<file path="src/sv/pas_pkg.sv">
// Shared types and constants of the pin array spring admittance block.
// Holds the configuration record, the per-pin memory word and the result record.
// No dependencies; every other file of the block but pas_ram imports it.
package pas_pkg;

  localparam int GRID_COLS_DEF = 16;
  localparam int GRID_ROWS_DEF = 16;

  localparam int CFG_INDEX_W = 3;
  localparam int CFG_DATA_W  = 17;

  // Register indexes of the configuration port.
  typedef enum logic [CFG_INDEX_W-1:0] {
    REG_PROP_GAIN      = 3'd0,
    REG_DERIV_GAIN     = 3'd1,
    REG_SPRING_BASE    = 3'd2,
    REG_SPRING_STEP    = 3'd3,
    REG_HEIGHT_FLOOR   = 3'd4,
    REG_HEIGHT_CEILING = 3'd5
  } cfg_reg_t;

  // Clamp status codes on the result channel.
  localparam logic [1:0] CLAMP_NONE    = 2'd0;
  localparam logic [1:0] CLAMP_FLOOR   = 2'd1;
  localparam logic [1:0] CLAMP_CEILING = 2'd2;

  typedef struct packed {
    logic [15:0] prop_gain;
    logic [15:0] deriv_gain;
    logic [11:0] spring_base;
    logic [11:0] spring_step;
    logic [16:0] height_floor;
    logic [16:0] height_ceiling;
  } cfg_t;

  localparam cfg_t CFG_RESET = '{
    prop_gain:      16'd256,
    deriv_gain:     16'd0,
    spring_base:    12'd820,
    spring_step:    12'd90,
    height_floor:   17'd70000,
    height_ceiling: 17'd80000
  };

  // One input beat, without handshake.
  typedef struct packed {
    logic [3:0]  col;
    logic [3:0]  row;
    logic [11:0] force_val;
    logic [16:0] meas;
    logic [15:0] dt;
  } item_t;

  // Per-pin state: velocity Q24.8, last force error, command height Q17.7.
  typedef struct packed {
    logic signed [31:0] speed;
    logic signed [13:0] prev_err;
    logic [23:0]        cmd;
  } mem_word_t;

  localparam logic [23:0] CMD_RESET = 24'd10240000;  // 80000.0 in Q17.7

  localparam mem_word_t MEM_WORD_RESET = '{
    speed:    32'sd0,
    prev_err: 14'sd0,
    cmd:      CMD_RESET
  };

  // Result leaving the last pipeline stage.
  typedef struct packed {
    logic        valid;
    logic [3:0]  col;
    logic [3:0]  row;
    logic [16:0] height;
    logic [1:0]  status;
  } result_t;

endpackage

</file>
<file path="src/sv/pas_pipe.sv">
// Four-stage update pipeline: force error, PD products, velocity, dt product, clamp.
// Reads the per-pin word delivered by the state RAM and returns the write-back word.
// Depends on pas_pkg.
module pas_pipe #(
  parameter int GRID_COLS = pas_pkg::GRID_COLS_DEF,
  parameter int GRID_ROWS = pas_pkg::GRID_ROWS_DEF,
  localparam int DEPTH = GRID_COLS * GRID_ROWS,
  localparam int AW = (DEPTH > 1) ? $clog2(DEPTH) : 1
) (
  input  logic               clk,
  input  logic               rst,
  input  pas_pkg::cfg_t      cfg,
  input  logic               adv,
  input  logic               issue,
  input  pas_pkg::item_t     item,
  input  logic [AW-1:0]      idx,
  input  pas_pkg::mem_word_t rd_data,
  output logic               hazard,
  output logic               wr_en,
  output logic [AW-1:0]      wr_addr,
  output pas_pkg::mem_word_t wr_data,
  output pas_pkg::result_t   res
);
  import pas_pkg::*;

  // Stage 0, on the input beat: spring target and force error.
  logic [15:0]        col_step;
  logic signed [16:0] spring_raw;
  logic [11:0]        spring;
  logic signed [12:0] err0;

  always_comb begin
    col_step   = 16'(item.col) * 16'(cfg.spring_step);
    spring_raw = $signed({5'b0, cfg.spring_base}) - $signed({1'b0, col_step});
    spring     = spring_raw[16] ? 12'd0 : spring_raw[11:0];
    err0       = $signed({1'b0, item.force_val}) - $signed({1'b0, spring});
  end

  logic               s1_valid, s2_valid, s3_valid, s4_valid;
  logic [AW-1:0]      s1_idx, s2_idx, s3_idx, s4_idx;
  logic [3:0]         s1_col, s2_col, s3_col, s4_col;
  logic [3:0]         s1_row, s2_row, s3_row, s4_row;
  logic [16:0]        s1_meas;
  logic [15:0]        s1_dt, s2_dt, s3_dt;
  logic signed [12:0] s1_err, s2_err, s3_err, s4_err;
  logic signed [29:0] s2_pp;
  logic signed [31:0] s2_pdd;
  logic signed [31:0] s2_speed;
  logic [24:0]        s2_base, s3_base, s4_base;
  logic signed [31:0] s3_v, s4_v;
  logic signed [48:0] s4_prod;

  // Stage 1: RAM word arrives; PD products and the height base.
  logic signed [14:0] diff1;
  logic signed [29:0] pp1;
  logic signed [31:0] pdd1;
  logic [25:0]        cmd3;
  logic [24:0]        base1;

  always_comb begin
    diff1 = {s1_err[12], s1_err[12], s1_err} - {rd_data.prev_err[13], rd_data.prev_err};
    pp1   = $signed({1'b0, cfg.prop_gain}) * s1_err;
    pdd1  = $signed({1'b0, cfg.deriv_gain}) * diff1;
    cmd3  = {2'b0, rd_data.cmd} + {1'b0, rd_data.cmd, 1'b0};
    base1 = {3'b0, s1_meas, 5'b0} + {1'b0, cmd3[25:2]};
  end

  // Stage 2: halved velocity update.
  logic signed [32:0] pd2;
  logic signed [33:0] vdiff2;

  always_comb begin
    pd2    = {{3{s2_pp[29]}}, s2_pp} + {s2_pdd[31], s2_pdd};
    vdiff2 = {{2{s2_speed[31]}}, s2_speed} - {pd2[32], pd2};
  end

  // Stage 3: dt times velocity.
  logic signed [48:0] prod3;

  assign prod3 = $signed({1'b0, s3_dt}) * s3_v;

  // Stage 4: new height, clamping and write-back.
  logic signed [31:0] inc4;
  logic signed [33:0] h4, lo4, hi4, hf4, hfin4;
  logic [1:0]         status4;

  always_comb begin
    inc4    = s4_prod[48:17];
    h4      = $signed({9'b0, s4_base}) + {{2{inc4[31]}}, inc4};
    lo4     = $signed({10'b0, cfg.height_floor, 7'b0});
    hi4     = $signed({10'b0, cfg.height_ceiling, 7'b0});
    status4 = CLAMP_NONE;
    hf4     = h4;
    if (h4 < lo4) begin
      hf4     = lo4;
      status4 = CLAMP_FLOOR;
    end
    hfin4 = hf4;
    if (hf4 > hi4) begin
      hfin4   = hi4;
      status4 = CLAMP_CEILING;
    end
  end

  assign wr_en            = s4_valid && adv;
  assign wr_addr          = s4_idx;
  assign wr_data.speed    = (status4 == CLAMP_NONE) ? s4_v : 32'sd0;
  assign wr_data.prev_err = {s4_err[12], s4_err};
  assign wr_data.cmd      = hfin4[23:0];

  assign res.valid  = s4_valid;
  assign res.col    = s4_col;
  assign res.row    = s4_row;
  assign res.height = hfin4[23:7];
  assign res.status = status4;

  // A pin already in flight must write back before it is read again.
  assign hazard = (s1_valid && s1_idx == idx) || (s2_valid && s2_idx == idx)
               || (s3_valid && s3_idx == idx) || (s4_valid && s4_idx == idx);

  always_ff @(posedge clk) begin
    if (rst) begin
      s1_valid <= 1'b0;
      s2_valid <= 1'b0;
      s3_valid <= 1'b0;
      s4_valid <= 1'b0;
    end else if (adv) begin
      s1_valid <= issue;
      s2_valid <= s1_valid;
      s3_valid <= s2_valid;
      s4_valid <= s3_valid;
    end
  end

  always_ff @(posedge clk) begin
    if (adv) begin
      s1_idx   <= idx;
      s1_col   <= item.col;
      s1_row   <= item.row;
      s1_meas  <= item.meas;
      s1_dt    <= item.dt;
      s1_err   <= err0;

      s2_idx   <= s1_idx;
      s2_col   <= s1_col;
      s2_row   <= s1_row;
      s2_dt    <= s1_dt;
      s2_err   <= s1_err;
      s2_pp    <= pp1;
      s2_pdd   <= pdd1;
      s2_speed <= rd_data.speed;
      s2_base  <= base1;

      s3_idx   <= s2_idx;
      s3_col   <= s2_col;
      s3_row   <= s2_row;
      s3_dt    <= s2_dt;
      s3_err   <= s2_err;
      s3_base  <= s2_base;
      s3_v     <= vdiff2[32:1];

      s4_idx   <= s3_idx;
      s4_col   <= s3_col;
      s4_row   <= s3_row;
      s4_err   <= s3_err;
      s4_base  <= s3_base;
      s4_v     <= s3_v;
      s4_prod  <= prod3;
    end
  end

  a_no_dup_pin: assert property (@(posedge clk) disable iff (rst)
    (s1_valid && s2_valid) |-> (s1_idx != s2_idx))
    else $error("two beats for one pin in adjacent stages");

  a_under_ceiling: assert property (@(posedge clk) disable iff (rst)
    res.valid |-> (res.height <= cfg.height_ceiling))
    else $error("target height above ceiling");

  a_clamp_stops: assert property (@(posedge clk) disable iff (rst)
    (wr_en && res.status != CLAMP_NONE) |-> (wr_data.speed == 32'sd0))
    else $error("velocity kept on a clamped pin");

endmodule

</file>
<file path="config.mk">
export PLATFORM = sky130hd
export DESIGN_NAME = pas_pipe
export DESIGN_NICKNAME = d
export VERILOG_FILES = /design/src/sv/pas_pkg.sv /design/src/sv/pas_pipe.sv
export SDC_FILE = /design/constraint.sdc
export NUM_CORES = 2
export LEC_CHECK = 0
export BUFFER_PORTS_ARGS = -buffer_cell sky130_fd_sc_hd__buf_2
export CAP_MARGIN = 20
export CORE_MARGIN = 3
export CORE_UTILIZATION = 60
export CTS_CLUSTER_DIAMETER = 200
export DETAILED_ROUTE_END_ITERATION = 6
export PLACE_DENSITY = 0.87
export SYNTH_ARGS = -nofsm -noshare
export SYNTH_HDL_FRONTEND = slang
export SYNTH_SLANG_ARGS = --single-unit
</file>
<file path="constraint.sdc">
create_clock -name clk -period 10 [get_ports clk]
set_input_delay 0 -clock clk [delete_from_list [all_inputs] [get_ports clk]]
set_output_delay 0 -clock clk [all_outputs]
set_load 0.01 [all_outputs]
</file>
# == Word level (Yosys, flattened, before mapping) ==
# Index checks and enable logic that the tools add are counted.
# classes
addsub,8
n_mul,4
order_cmp,2
n_eq_ne,4
mux,6
n_reduce_logical,9
# op_table
operator,count
multiplier 17 x 32 -> 49 bit,1
> comparator 34 x 25 -> 1 bit,1
2-to-1 mux 34 bit,1
adder 26 x 32 -> 33 bit,1
adder 30 x 32 -> 33 bit,1
< comparator 33 x 25 -> 1 bit,1
subtractor 32 x 33 -> 33 bit,1
== test 8 bit,4
multiplier 17 x 15 -> 32 bit,1
2-to-1 mux 32 bit,1
multiplier 17 x 13 -> 30 bit,1
adder 24 x 25 -> 26 bit,1
adder 22 x 24 -> 25 bit,1
2-to-1 mux 24 bit,1
subtractor 12 x 16 -> 17 bit,1
multiplier 4 x 12 -> 16 bit,1
subtractor 13 x 14 -> 15 bit,1
subtractor 12 x 12 -> 13 bit,1
2-to-1 mux 12 bit,1
logical AND 1 bit,5
logical OR 1 bit,3
logical NOT 2 bit,1
2-to-1 mux 2 bit,1
2-to-1 mux 1 bit,1
# totals
register_bits,467
inputBits,225
out_inout_bits,108
word_cells,66

# == Logic depth before layout (Yosys ltp) ==
# logic_depth
word_depth,7
mapped_depth,38
mapped_depth_nobuf,36

# == Least setup slack after synthesis ==
# Ideal clock, no wire load.
# synth_path
path_type,register -> register
start,register s1_err[1]
end,"register s2_pdd[30], data pin"
setup_time_ns,0.258
arrival_ns,8.425
required_time_ns,9.742
slack_ns,1.318
stages_incl_launch_ff,37
path_buffers,3
period_less_slack_ns,8.682
cell_sequence,edfxtp_1 > clkbuf_1 > clkbuf_1 > inv_1 > fa_1 > nor2b_1 > o21ai_0 > a21boi_0 > o21ai_0 > a21boi_0 > o21ai_0 > a21boi_0 > o21ai_0 > nor2b_1 > xnor2_1 > clkbuf_1 > nand2_1 > fa_1 > inv_1 > fa_1 > fa_1 > fa_1 > fa_1 > inv_1 > fa_1 > inv_1 > ha_1 > a21o_1 > a21o_1 > a21oi_1 > a311oi_1 > o31ai_1 > nand2b_1 > a221oi_1 > nor2b_1 > a311o_1 > xor2_1
# synth_via
elab_chain_cells,2
# synth_rtl
item,line_no,text
from (decl),pas_pipe.sv:45,"logic signed [12:0] s1_err, s2_err, s3_err, s4_err;"
from (signal assigned),pas_pipe.sv:142,s1_err <= err0;
subtractor 13 x 14 -> 15 bit,pas_pipe.sv:61,"diff1 = {s1_err[12], s1_err[12], s1_err} - {rd_data.prev_err[13], rd_data.prev_err};"
multiplier 17 x 15 -> 32 bit,pas_pipe.sv:63,"pdd1 = $signed({1'b0, cfg.deriv_gain}) * diff1;"
via pdd1[30],pas_pipe.sv:56,logic signed [31:0] pdd1;
to (signal assigned),pas_pipe.sv:150,s2_pdd <= pdd1;
to (decl),pas_pipe.sv:47,logic signed [31:0] s2_pdd;
# The timed path passes the listed nets, and every way through them passes these cells.
# A chain may end at the register's enable or synchronous reset.

# == Final worst setup path ==
# layout_path
start,register s1_err[0]
end,"register s2_pdd[30], data pin"
# The elaborated chain is that of the path after synthesis.

==> impl_metrics.tcl <==
set metrics [dict create \
    rsz0062_at_grt "false" \
    place_ws_ns 0.4209 \
    regToRegEndpoint "s2_pdd[30]" \
    stdcell_area_um2 61600 \
    avgRoutedWirePerCell_um 19.73 \
    cp.required_ns 10.37 \
    post-route-worst-setup-slack_ns 0.4817 \
    grt_overflow 0 \
    cts_buffer_depth 3 \
    tightest_slew_ns 1.122 \
    synthCells 5462 \
    report.final.slew_viol_count 0 \
    fin_nets 7453 \
    r2r_cells 33 \
    final.period_utilization 0.9518 \
    max_cap_violations 0 \
    area_delta_synth_final_pct 9.865 \
    synth_seq_cells 450 \
    clk_pin_slew_ns 0.06 \
    async_flop_share 0 \
    utilization 0.6680 \
    coreArea_um2 92220 \
    mostFrequentLayoutCells "1071 x inv_1, 889 x fa_1, 688 x nand2_1" \
    regToRegSetupSlack_ns 0.48 \
    setup_viol_count_final 0 \
    clock_skew_ns 0.04665 \
    synth_seq_area_share 0.2403 \
    cp-end-kind "flip-flop" \
    dpl.hpwl_um 108200 \
    max_slew_margin 0.2325 \
    antenna_found_initial 5 \
    die_w_um 311.7 \
    placementRows 111 \
    synth.distinct_cells 87 \
    cpMostUsedCell "fa_1" \
    ant_nets 0 \
    critPathKind "reg -> reg" \
    grt_usage 0.2913 \
    run_status "completed" \
    drt_iter0_drc 3454 \
    avgSynthCellArea_um2 10.27 \
    hold_viol_final 0 \
    seq_area_um2 13470 \
    routed_via_density 5.662 \
    synth_top_area_cell "fa_1" \
    tns_ns 0 \
    layout_commonest_cell "inv_1" \
    vias 40210 \
    start_util 0.6080 \
    htreeDepth 2 \
    synth_edf_count 446 \
    drc 0 \
    grt_pass1_wl_um 225000 \
    r2r-start "s1_err[0]" \
    fill_cells 6707 \
    cts_tree "yes" \
    portBuffers 332 \
    wirelength_um 140100 \
    synth_top_area_share 0.3174 \
    first_pass_iters 6 \
    worstPathArrival_ns 9.89 \
    placed_cell_area_um2 58880 \
    path_max_fanout 18 \
    synth_nets 7094 \
    clkLatencyLatePin_ns 0.63 \
    clkSinkCount 450 \
    grt_pass1_vias 43630 \
    cts_root_buffer "clkbuf_16" \
    fmax_ghz 0.1051 \
    period_minus_slack_ns 9.518 \
    max_stage_delay_ns 0.62 \
    dieArea_um2 97160 \
    ys_warn_count 0 \
    gp_congestion 0.9619 \
    hold_class "in -> reg" \
    start_kind "flip-flop" \
    cts_inserted_buffers 47 \
    hold_start "rd_data[7]" \
    setup.worst_path.start "s1_err[0]" \
    die_y_um 311.7 \
    crit_end "s2_pdd[30]" \
    critical-path-slowest-cell "or4b_2" \
    grt_max_degree 181 \
    syn_area_um2 56070 \
    ys.flop_type "edfxtp_1" \
    ios 333 \
    multi_input_area_um2 37770 \
    synthTopCellsByArea "fa_1 32%, edfxtp_1 24%, ha_1 12%" \
    drive_above_1_share 0.08996 \
]
cells in the mapped netlist (6+ instances only):
cell type	instances
a2111oi_0	7
mux2_2	22
o31a_1	6
or3_1	11
o21a_1	35
xnor2_1	141
edfxtp_1	446
xor2_1	82
a31oi_1	19
o211ai_1	16
a41oi_1	6
buf_4	24
nand4_1	18
nor4_1	12
a31o_2	7
clkbuf_1	155
o21ai_0	116
ha_1	518
a21boi_0	12
and2_1	397
a21oi_1	155
nor2_1	145
mux2i_1	6
a21o_1	82
nor3_1	48
fa_1	889
nor2b_1	52
mux2_4	9
a211oi_1	15
and3_1	15
o31ai_1	9
nand3_1	39
or2_2	6
nand2b_1	59
nand2_1	688
o21bai_1	22
inv_1	1071
routing by layer:
metal  GRT usage  wire, um  part of all wire  vias to the layer above
met4      0.1159      6301             0.045                        6
li1            -         -                 -                    17940
met3     0.07142     13480             0.096                      395
met2      0.5100     69710              0.50                     1996
met5           0        41           0.00029                        -
met1      0.3459     50560              0.36                    19870
registers in the layout, indices dropped and copies added, names as in the netlist, 17 cells and up:
| signal | cells |
|---|---|
| s1_meas | 17 |
| s3_v | 32 |
| s2_speed | 32 |
| s4_v | 32 |
| s3_base | 25 |
| s2_pp | 30 |
| s4_prod | 32 |
| s4_base | 25 |
| s2_pdd | 32 |
| s2_base | 25 |
critical path: cells and delay by family (launching register included):
family                   cells  cell delay, ns
AND/OR/NAND/NOR              6            1.46
buffers and inverters        5            0.64
flip-flops                   1            0.42
adder cells (fa/ha/maj)      8            3.41
XOR/XNOR                     1            0.16
AO/OA/AOI/OAI               13            3.18
layout make-up:
class,instances,area share
Inverter,1072,0.06532
Sequential cell,450,0.2187
Clock buffer,48,0.01915
Tap cell,1243,0.02525
Timing Repair Buffer,496,0.05199
Antenna cell,1,0.00004062
Multi-Input combinational cell,3754,0.6130
Clock inverter,38,0.006499
stage by stage:
step / instances / hold WS [ns]
floorplan: 5462 / 0.07238
global placement: 6902 / 0.1770
detailed placement: 6902 / 0.1781
CTS: 7098 / 0.03910
global route: 7101 / 0.07374
finish: 7102 / 0.07244
worst min path at each step:
stage	endpoint	slack, ns	depth (start not counted)
finish	s2_base[5]	0.07	4
global route	s1_dt[11]	0.07	2
CTS	s2_base[5]	0.04	4
detailed placement	s2_speed[10]	0.18	1
global placement	s1_meas[1]	0.18	1
floorplan	s1_valid	0.07	1
timing repair:
item | in CTS | in global routing
hold endpoints to repair | 174 | 0
hold buffers | 110 | 0
setup buffers | 0 | 1
resized for setup | 0 | 1
endpoints found under the setup margin | 0 | 1
logic make-up after synthesis:
kind of cell             after synthesis  synth area share
XOR/XNOR                             223           0.03483
AO/OA/AOI/OAI                        572           0.06641
buffers and inverters               1258           0.08633
multiplexers                          37          0.007899
AND/OR/NAND/NOR                     1515            0.1313
flip-flops                           450            0.2403
adder cells (fa/ha/maj)             1407            0.4330
Power is not shown: default switching activity piles up to over one toggle a cycle in this logic, so the estimate is an artifact.
