--- config.mk ---
export PLATFORM = sky130hd
export DESIGN_NAME = pas_ram
export DESIGN_NICKNAME = d
export VERILOG_FILES = /design/src/sv/pas_ram.sv
export SDC_FILE = /design/constraint.sdc
export NUM_CORES = 1
export LEC_CHECK = 0
export ABC_CLOCK_PERIOD_IN_PS = 3850
export BUFFER_PORTS_ARGS = -buffer_cell sky130_fd_sc_hd__buf_2
export CAP_MARGIN = 20
export CORE_MARGIN = 5
export CORE_UTILIZATION = 50
export DETAILED_ROUTE_END_ITERATION = 7
export GPL_TIMING_DRIVEN = 0
export HOLD_SLACK_MARGIN = 0.12
export PLACE_DENSITY = 0.67
export SYNTH_ARGS = -nofsm -noshare
export SYNTH_HDL_FRONTEND = slang
export SYNTH_SLANG_ARGS = --single-unit
--- constraint.sdc ---
create_clock -name clk -period 3.85 [get_ports clk]
set_input_delay 0.385 -clock clk [delete_from_list [all_inputs] [get_ports clk]]
set_output_delay 0.385 -clock clk [all_outputs]
set_load 0.05 [all_outputs]
--- src/sv/pas_ram.sv ---
// Generic single-write, single-read synchronous RAM with a registered read port.
// Depends on nothing; used for the per-pin state store.
module pas_ram #(
  parameter int WIDTH = 8,
  parameter int DEPTH = 16,
  localparam int AW = (DEPTH > 1) ? $clog2(DEPTH) : 1
) (
  input  logic             clk,
  input  logic             we,
  input  logic [AW-1:0]    waddr,
  input  logic [WIDTH-1:0] wdata,
  input  logic             re,
  input  logic [AW-1:0]    raddr,
  output logic [WIDTH-1:0] rdata
);

  logic [WIDTH-1:0] mem [DEPTH];

  always_ff @(posedge clk) begin
    if (we) begin
      mem[waddr] <= wdata;
    end
    if (re) begin
      rdata <= mem[raddr];
    end
  end

endmodule

After elaboration in Yosys (flattened, before gate mapping)
Memories as Yosys holds them, arrays and structs flattened. A register that Yosys moved wholly into a read port is not among the register bits. Cells that the tools add are included.

Output and inout bits: 8. Latch bits: 0. Word-level logic and storage cells: 3. Memories: 1. Bits in writable memories: 128. Bits in read-only memories: 0. Register bits after elaboration: 0.

Shift operators: 0. Bitwise operators: 0. Divide/modulo/power cells: 0. Add/sub/neg operators: 0. Multiplexer cells: 2. $mul: 0. Eq/ne operators: 0. Reductions and logical operators: 0. $lt $le $gt $ge: 0.

Memory list: mem (depth 16, width 8, read ports 1, clocked after Yosys merged registers in 1, wr ports 1, line 17) `logic [WIDTH-1:0] mem [DEPTH];`.

Operator list (number): $mux 1 (2).

Longest topological paths before layout
Gate-level depths: netlist (run 1).

Depth in word-level cells: 2. Gate-level depth with buffers: 5. Mapped depth without buffers: 3.

Least setup slack after synthesis (run 1)
OpenSTA, ideal clock, no wires.

Path kind: in2reg. Start point: input waddr[2]. End point: memory mem[0][0] (enable). Setup slack: 1.972 ns. Data arrival time: 1.495 ns. Cell stages on the path: 2. Data required time: 3.467 ns. Cell sequence: or3b_2 nor3_1.

RTL lines: start: declaration (line 10) `input logic [AW-1:0] waddr,`; end: declaration (line 17).

No word-level cell before the write port.

==> flow_summary.json, run 1 <==
{
  "fin_cells": 426,
  "period_needed_ns": 1.55,
  "wl_per_cell_um": 22.8,
  "avgViaCountPerCell": 5.62,
  "post-cts-setup-buffers": 0,
  "p_leak_nw": 2.05,
  "cts_tree": "yes",
  "ys_seq_area_share_pct": 78.1,
  "core_um2": 10300,
  "drtAntennaViolNets": 0,
  "power_density_nw_per_um2": 552,
  "slew_viol_final": 0,
  "globalRouteMet2Util_pct": 26.2,
  "rr_endpoint": "rdata[0]",
  "fin_area_um2": 6110,
  "antenna_found_initial": 0,
  "rows": 37,
  "grt.busiest_layer": "met2",
  "gr-usage-all-layers_pct": 17.0,
  "layout.cells.most_common": "edfxtp_1",
  "pre_cts_ws_ns": 1.70,
  "start_util_pct": 50.9,
  "cp_data_required_time_ns": 4.11,
  "run_status": "completed",
  "first_pass_iters": 4,
  "grt_max_degree": 17,
  "synthToLayoutAreaGrowth_pct": 16.8,
  "r2r_setup_slack_ns": 2.30,
  "n_antenna_cell": 0,
  "die_w_um": 112,
  "setup_viol": 0,
  "port_buffers": 25,
  "max_slew.worst_pin.slew_ns": 0.841,
  "drt_iter0_markers": 175,
  "critPathLaunch": "mem[1][0]",
  "nets": 296,
  "cts-resized-gates": 0,
  "synth.avg_cell_area_um2": 22.8,
  "ys_types": 18,
  "totalWireLength_um": 9730,
  "ctsHoldBuffers": 0,
  "critical_path_class": "reg2reg",
  "placedCellCount": 393,
  "dieArea_um2": 12600,
  "grt_pass1_wl_um": 14800,
  "cp-endpoint": "rdata[0]",
  "hold_path.class": "in2reg",
  "crit_path_end_kind": "register",
  "worst-path-max-fanout": 1,
  "fin_crit_sh_pct": 40.4,
  "max_freq_ghz": 0.643,
  "drc": 0,
  "grt_pass1_vias": 2474,
  "drive_gt1_share_pct": 28.6,
  "synth-seq-cells": 136,
  "syn_inst": 229,
  "max-vdd-ir-drop_v": 0.000242,
  "vias": 2395,
  "max_slew_margin_pct": 43.7,
  "clockRootBuffer": "clkbuf_8",
  "post-route-util_pct": 59.4,
  "timing.rr.start": "mem[1][0]",
  "rsz0062_at_grt": "false",
  "syn-cell-area_um2": 5230,
  "io_pins": 27,
  "gr-total-overflow": 0,
  "cts.sinks": 136,
  "yosysWarnings": 0,
  "clk_path_buf_depth": 2,
  "mostFrequentLayoutCells": "136 x edfxtp_1, 30 x buf_2, 18 x mux4_2",
  "gr-usage-met1_pct": 22.5,
  "cts.clk_slew.worst_paths_ns": 0.06,
  "cp-start-kind": "register",
  "finClkSkew_ns": 0.00976,
  "worst_slack_ns": 2.30,
  "hold_viol": 0,
  "numCtsBuffers": 17,
  "hpwl_um": 6290,
  "dieHeight_um": 112,
  "place_congestion": 0.721,
  "tns_ns": 0,
  "r2r_cells": 3,
  "cts_htree_levels": 4,
  "met3_usage_pct": 5.39,
  "cp.arrival_ns": 1.82,
  "dpl-instance-area_um2": 5540,
  "clkLatencyLatePin_ns": 0.53,
  "min_from": "re",
  "maxCapViolCount": 0,
  "synth_nets": 248
}
## metal layers
metal	vias up	part of all wire (%)
met1	1228	42
met3	8	6.3
li1	1081	-
met5	-	0
met2	78	50
met4	0	1.0
## worst min path at each step
stage          cells after the start  slack, ns        end
4_1_cts                            1       0.18   rdata[0]
6_report                           1       0.20   rdata[1]
5_1_grt                            1       0.18   rdata[1]
3_3_place_gp                       1       0.72   rdata[0]
2_1_floorplan                      0       0.48  mem[0][0]
3_5_place_dp                       1       0.73   rdata[5]
## layout make-up
cell class | count | area (um2)
fillers | 735 | 4170
flip-flops and latches | 136 | 4080
multi-input cells | 83 | 1060
clock buffers | 20 | 425
well taps | 136 | 170
repair buffers | 29 | 150
clock inverters | 12 | 133
plain buffers | 10 | 86.3
## synthesized netlist by cell type
| library cell | instances | area, um2 |
|---|---|---|
| nand3_1 | 1 | 5.00 |
| a22oi_1 | 16 | 120 |
| nor2b_1 | 1 | 6.26 |
| and2b_1 | 1 | 7.51 |
| nand2_1 | 9 | 33.8 |
| buf_6 | 3 | 33.8 |
| or3b_2 | 1 | 8.76 |
| mux4_2 | 18 | 405 |
| edfxtp_1 | 136 | 4080 |
| nand2b_1 | 2 | 12.5 |
| clkdlybuf4s25_2 | 3 | 30.0 |
| nor2_1 | 13 | 48.8 |
| nand3b_1 | 2 | 15.0 |
| nor3_1 | 4 | 20.0 |
| and2_1 | 1 | 6.26 |
| buf_2 | 3 | 15.0 |
| buf_4 | 1 | 7.51 |
| mux4_1 | 14 | 368 |
## flip-flops by register name (all words and copies together), names as in the netlist
name / flops
mem: 128
rdata: 8
## through the flow
stage                     total power [W]  hold slack [ns]
after floorplan                   0.00182            0.484
after global placement            0.00188            0.723
after detailed placement          0.00189            0.735
after CTS                         0.00340            0.180
after global routing              0.00348            0.184
final                             0.00337            0.198
## where the power goes
| part | total (W) | internal [W] | switching, W |
|---|---|---|---|
| clock | 0.00152 | 0.000970 | 0.000546 |
| sequential | 0.00168 | 0.00167 | 0.00000691 |
| combinational | 0.000180 | 0.0000650 | 0.000115 |
| total | 0.00337 | 0.00270 | 0.000668 |
## critical path, cell delays in order (launching register included)
cell	delay, ns
edfxtp_1	0.35
mux4_1	0.50
a22oi_1	0.33
nand2_1	0.12
## cell families (layout without fill, tap and decap cells)
| family | after synthesis | in the layout | synth area share (%) |
|---|---|---|---|
| compound gates | 16 | 16 | 2.30 |
| buf+inv | 10 | 71 | 1.65 |
| flops | 136 | 136 | 78.1 |
| mux | 32 | 32 | 14.8 |
| simple gates | 35 | 35 | 3.14 |
No activity file was read; power rests on OpenSTA's default activity.
==> run 2: changes to the inputs <==
--- a/config.mk
+++ b/config.mk
@@ -5,7 +5,8 @@
 export SDC_FILE = /design/constraint.sdc
 export NUM_CORES = 1
 export LEC_CHECK = 0
-export ABC_CLOCK_PERIOD_IN_PS = 3850
+export ABC_AREA = 1
+export ABC_CLOCK_PERIOD_IN_PS = 1600
 export BUFFER_PORTS_ARGS = -buffer_cell sky130_fd_sc_hd__buf_2
 export CAP_MARGIN = 20
 export CORE_MARGIN = 5
==> constraint.sdc (replaced) <==
create_clock -name clk -period 1.6 [get_ports clk]
set_input_delay 0.16 -clock clk [delete_from_list [all_inputs] [get_ports clk]]
set_output_delay 0.16 -clock clk [all_outputs]
set_load 0.05 [all_outputs]
==> run 2 against run 1 <==
Against the previous run: area after synthesis grew 12%; wire length up 48%; synthesized cell count grew 140%; design area rose by 11%; non-clock buffer count increased by 9.
==> flow_summary.json, run 2 <==
{
  "run_status": "completed",
  "maxCapViolCount": 0,
  "drive_gt1_share_pct": 13.0,
  "top_register": "mem",
  "pwr-share-seq_pct": 46.1,
  "hold_viol": 0,
  "hpwl_um": 9250,
  "async_flop_share_pct": 0,
  "dieArea_um2": 14000,
  "cp-start-kind": "input port",
  "drtAntennaViolNets": 0,
  "max-vdd-ir-drop_v": 0.000713,
  "drt_iter0_markers": 457,
  "cts-resized-gates": 0,
  "drc": 0,
  "numCtsBuffers": 17,
  "largest_registers": "mem: 128 flops, rdata: 8 flops",
  "cts.clk_slew.worst_paths_ns": 0.06,
  "finClkSkew_ns": 0.0100,
  "synth-seq-cells": 136,
  "nFillCells": 935,
  "synthMostInstantiatedCell": "nand2_1",
  "critical_path_class": "in2reg",
  "place_congestion": 0.938,
  "n_antenna_cell": 0,
  "post-cts-setup-buffers": 0,
  "gr-usage-all-layers_pct": 21.3,
  "max_slew.worst_pin.slew_ns": 1.01,
  "internal_power_w": 0.00677,
  "max_freq_ghz": 0.778,
  "cp_data_required_time_ns": 1.64,
  "ys_seq_area_share_pct": 69.8,
  "antenna_found_initial": 0,
  "io_pins": 27,
  "dieHeight_um": 118,
  "port_buffers": 23,
  "totalPowerFinal_w": 0.00876,
  "core_um2": 11400,
  "first_pass_iters": 7,
  "rows": 39,
  "nets": 613,
  "power_switching_w": 0.00198,
  "cts_htree_levels": 4,
  "start_util_pct": 51.2,
  "grt_max_degree": 17,
  "slew_viol_final": 0,
  "rsz0062_at_grt": "false",
  "cts_tree": "yes",
  "gr-total-overflow": 0,
  "p_leak_nw": 2.93,
  "fin_crit_sh_pct": 80.3,
  "clockRootBuffer": "clkbuf_16",
  "cp.arrival_ns": 1.33,
  "wl_per_cell_um": 19.2,
  "period_needed_ns": 1.28,
  "netlist.area_leader.share_pct": 69.8,
  "p_clk_share_pct": 47.3,
  "mostFrequentLayoutCells": "173 x nand2_1, 136 x edfxtp_1, 100 x inv_1",
  "clk_path_buf_depth": 2,
  "cts.sinks": 136,
  "avgViaCountPerCell": 5.32,
  "layout.cells.most_common": "nand2_1",
  "placedCellCount": 717,
  "yosysWarnings": 0,
  "totalWireLength_um": 14400,
  "syn-cell-area_um2": 5850,
  "synth_area_leader_cell": "edfxtp_1",
  "p_sw_share_pct": 22.7,
  "setup_viol": 0,
  "ys_types": 11,
  "synth.avg_cell_area_um2": 10.6,
  "synth_nets": 570,
  "hold_path.class": "in2reg",
  "grt_pass1_wl_um": 22000,
  "synth_edf_count": 136,
  "crit_path_end_kind": "register",
  "synthToLayoutAreaGrowth_pct": 15.9,
  "max_slew_margin_pct": 32.5,
  "grt_pass1_vias": 3793,
  "vias": 3988,
  "post-route-util_pct": 59.3,
  "synth_area_leaders": "edfxtp_1 70%, nand2_1 11%, nand3_1 8.3%, inv_1 6.4%, buf_6 1.2%",
  "synth_ff_type": "edfxtp_1",
  "die_w_um": 118,
  "ctsHoldBuffers": 1,
  "fin_cells": 750,
  "p_comb_share_pct": 6.6,
  "worst-path-max-fanout": 8,
  "largest_reg_flops": 128,
  "clkLatencyLatePin_ns": 0.43,
  "syn_inst": 551,
  "power_density_nw_per_um2": 1290,
  "synthTopCellsByCount": "173 x nand2_1, 136 x edfxtp_1, 100 x inv_1"
}
run 2: changes by cell type in the layout (fill, tap and decap cells not counted), sizes merged, moves of 11 or more:
cell / before / now
nand2: 9 / 173
inv: 0 / 104
nand3: 1 / 97
mux4: 32 / 0
a22oi: 16 / 0
buf: 36 / 47
run 2: metal layers:
metal,track usage (%),share of wire (%),wire length [um]
met4,8.82,2.2,311
met3,4.63,9.0,1300
met1,30.2,42,6060
met5,0,0,0
met2,32.0,47,6700
run 2: cells by family (layout without fill, tap and decap cells):
group / Yosys count / after routing / share of synthesized area [%]
buf+inv: 126 / 182 / 9.39
flops: 136 / 136 / 69.8
simple gates: 289 / 289 / 20.8
run 2: final timing paths:
kind | start | to | slack, ns | depth (start not counted)
worst max-delay path | waddr[3] | mem[4][1] | 0.32 | 3
worst max register to register | mem[0][4] | rdata[4] | 0.45 | 6
worst min-delay path | wdata[2] | mem[9][2] | 0.14 | 1
worst min register to register | mem[15][7] | rdata[7] | 0.80 | 6
run 2: area by class of cell:
type | count | area [um2] | share of cell area, %
sequential | 136 | 4080 | 60.3
multi-input combinational | 289 | 1210 | 17.9
clock inverter | 15 | 200 | 2.95
buffer | 24 | 166 | 2.46
tap | 143 | 179 | 2.64
clock buffer | 17 | 425 | 6.28
inverter | 102 | 383 | 5.65
timing repair buffer | 24 | 125 | 1.85
run 2: power by group through the flow:
stage / Sequential [W] / Clock [W] / Combinational, W
2_1_floorplan: 0.00417 / 0 / 0.000281
3_3_place_gp: 0.00410 / 0 / 0.000558
3_5_place_dp: 0.00411 / 0 / 0.000568
4_1_cts: 0.00403 / 0.00414 / 0.000574
5_1_grt: 0.00404 / 0.00430 / 0.000629
6_report: 0.00403 / 0.00415 / 0.000578
run 2: worst max-delay path, cell delays in order:
cell and delay (ns):
buf_2 0.11, nand3b_1 0.24, nor2_1 0.81
run 2: metrics by stage:
step	hold slack, ns	setup WS, ns	setup TNS [ns]	cell area [um2]
3_5_place_dp	0.518	-0.113	-3.24	6140
3_3_place_gp	0.489	-0.0658	-1.55	6140
5_1_grt	0.145	0.255	0	6780
6_report	0.140	0.315	0	6780
2_1_floorplan	0.259	0.489	0	5850
4_1_cts	0.139	0.329	0	6780
==> run 3: changes to the inputs <==
--- a/config.mk
+++ b/config.mk
@@ -5,8 +5,8 @@
 export SDC_FILE = /design/constraint.sdc
 export NUM_CORES = 1
 export LEC_CHECK = 0
-export ABC_AREA = 1
-export ABC_CLOCK_PERIOD_IN_PS = 1600
+export ABC_AREA = 0
+export ABC_CLOCK_PERIOD_IN_PS = 1300
 export BUFFER_PORTS_ARGS = -buffer_cell sky130_fd_sc_hd__buf_2
 export CAP_MARGIN = 20
 export CORE_MARGIN = 5
==> constraint.sdc (replaced) <==
create_clock -name clk -period 1.3 [get_ports clk]
set_input_delay 0.13 -clock clk [delete_from_list [all_inputs] [get_ports clk]]
set_output_delay 0.13 -clock clk [all_outputs]
set_load 0.05 [all_outputs]
==> run 3 against run 2 <==
Against the previous run: the flow now finishes with violations (negative setup slack); highest routed layer unchanged; total power grew 19%; clock-buffer cell count grew 2; combinational power grew 5.5%; die area shrank 9.7%; via count shrank 39%; largest cell class unchanged; sequential power grew 23%; utilization grew 2.1 points; sequential share of layout area grew 4.4 points.
==> flow_summary.json, run 3 (synthesized netlist as in run 1, its figures left out) <==
{
  "die_w_um": 112,
  "fin_crit_sh_pct": 109,
  "fin_cells": 433,
  "worst_slack_ns": -0.119,
  "grt_max_degree": 17,
  "cp.arrival_ns": 1.68,
  "cts_tree": "yes",
  "placedCellCount": 391,
  "crit_chain": "mux4_2 -> a22oi_2 -> nand2_1",
  "nFillCells": 719,
  "dieArea_um2": 12600,
  "r2r_cells": 3,
  "p_leak_nw": 2.07,
  "numCtsBuffers": 17,
  "vias": 2418,
  "worst-path-max-fanout": 1,
  "run_status": "finished with violations",
  "crit_family": "multiplexers",
  "largest_reg_flops": 128,
  "max_slew.worst_pin.slew_ns": 0.812,
  "io_pins": 27,
  "fin_area_um2": 6310,
  "cts.sinks": 136,
  "drtAntennaViolNets": 0,
  "top_register": "mem",
  "gr-usage-all-layers_pct": 16.7,
  "grt_pass1_wl_um": 14600,
  "max_slew_margin_pct": 45.6,
  "dieHeight_um": 112,
  "rsz0062_at_grt": "true",
  "rows": 37,
  "cp_num_buf_inv": 0,
  "hpwl_um": 6090,
  "gr-total-overflow": 0,
  "slowest_stage": "mux4_2",
  "period_needed_ns": 1.42,
  "dpl-instance-area_um2": 5530,
  "mostFrequentLayoutCells": "136 x edfxtp_1, 32 x mux4_2, 29 x buf_2",
  "grt_pass1_vias": 2460,
  "drc": 0,
  "slew_viol_final": 0,
  "clkLatencyLatePin_ns": 0.52,
  "place_congestion": 0.735,
  "synthToLayoutAreaGrowth_pct": 20.7,
  "post-route-util_pct": 61.4,
  "finClkSkew_ns": 0.00527,
  "critPathLaunch": "mem[7][4]",
  "largest_registers": "mem: 128 flops, rdata: 8 flops",
  "max-vdd-ir-drop_v": 0.000724,
  "clockRootBuffer": "clkbuf_8",
  "nets": 304,
  "max_freq_ghz": 0.705,
  "violations": "negative setup slack",
  "slowest_delay_ns": 0.53,
  "cts.clk_slew.worst_paths_ns": 0.06,
  "path_depth": 3,
  "maxCapViolCount": 0,
  "tns_ns": -0.704,
  "crit_path_end_kind": "register",
  "antenna_found_initial": 0,
  "whs_path_depth": 2,
  "pre_cts_ws_ns": -0.537,
  "totalWireLength_um": 9620,
  "cp_data_required_time_ns": 1.56,
  "timing.rr.start": "mem[7][4]",
  "layout.cells.most_common": "edfxtp_1",
  "critical_path_class": "reg2reg",
  "power_density_nw_per_um2": 1660,
  "hold_viol": 0,
  "drive_gt1_share_pct": 38.0,
  "start_util_pct": 50.9,
  "wl_per_cell_um": 22.2,
  "min_from": "waddr[0]",
  "cts_htree_levels": 4,
  "n_antenna_cell": 0,
  "port_buffers": 25,
  "hold_path.class": "in2reg",
  "drt_iter0_markers": 162,
  "avgViaCountPerCell": 5.58,
  "clk_path_buf_depth": 2,
  "cp-start-kind": "register",
  "first_pass_iters": 5,
  "setup_viol": 8,
  "core_um2": 10300
}
run 3: cell types whose count changed in the layout (fill, tap and decap cells not counted), moves of 4 or more:
cell	previous run	this run
nand3_1	97	1
buf_2	36	29
a22oi_1	0	4
buf_4	4	0
nor2_1	17	10
inv_1	100	0
mux4_2	0	32
a22oi_2	0	12
dlygate4sd3_1	1	11
nand2_1	173	9
buf_6	6	0
run 3: worst paths after layout:
path               endpoint  slack [ns]
setup / recovery   rdata[4]       -0.12
setup reg to reg   rdata[4]       -0.12
hold / removal    mem[4][5]        0.11
hold reg to reg    rdata[2]        0.77
run 3: worst register-to-register path: stages (launching register included):
cell      delay [ns]
edfxtp_1        0.38
mux4_2          0.53
a22oi_2         0.16
nand2_1         0.09
run 3: area by class of cell:
type / instances / area (um2) / share of cell area, %
timing repair buffer: 37 / 240 / 3.81
buffer: 10 / 120 / 1.90
multi-input combinational: 83 / 1090 / 17.3
clock buffer: 19 / 422 / 6.68
tap: 136 / 170 / 2.70
sequential: 136 / 4080 / 64.7
clock inverter: 12 / 181 / 2.87
run 3: routing by layer:
layer	part of all wire (%)	wire (um)	global-route usage, %
met1	43	4140	22.1
met2	49	4690	25.5
met3	7.1	680	4.47
met4	1.1	102	8.81
met5	0	0	0
run 3: timing repair:
action	in CTS	in global routing
resized for setup	9	8
pin swaps	6	4
endpoints found under the hold margin	164	8
hold buffers	9	2
buffers inserted	0	0
setup endpoints to repair	8	32
run 3: stage by stage:
step | total power, W | hold WS, ns
2_1_floorplan | 0.00540 | 0.229
3_3_place_gp | 0.00560 | 0.471
3_5_place_dp | 0.00561 | 0.474
4_1_cts | 0.0105 | 0.0986
5_1_grt | 0.0108 | 0.123
6_report | 0.0105 | 0.109
run 3: report_power, final:
group	switching [W]	internal (W)	leakage (nW)	total (W)
logic	0.000368	0.000242	0.533	0.000610
clock network	0.00162	0.00326	0.298	0.00488
registers	0.0000207	0.00494	1.24	0.00496
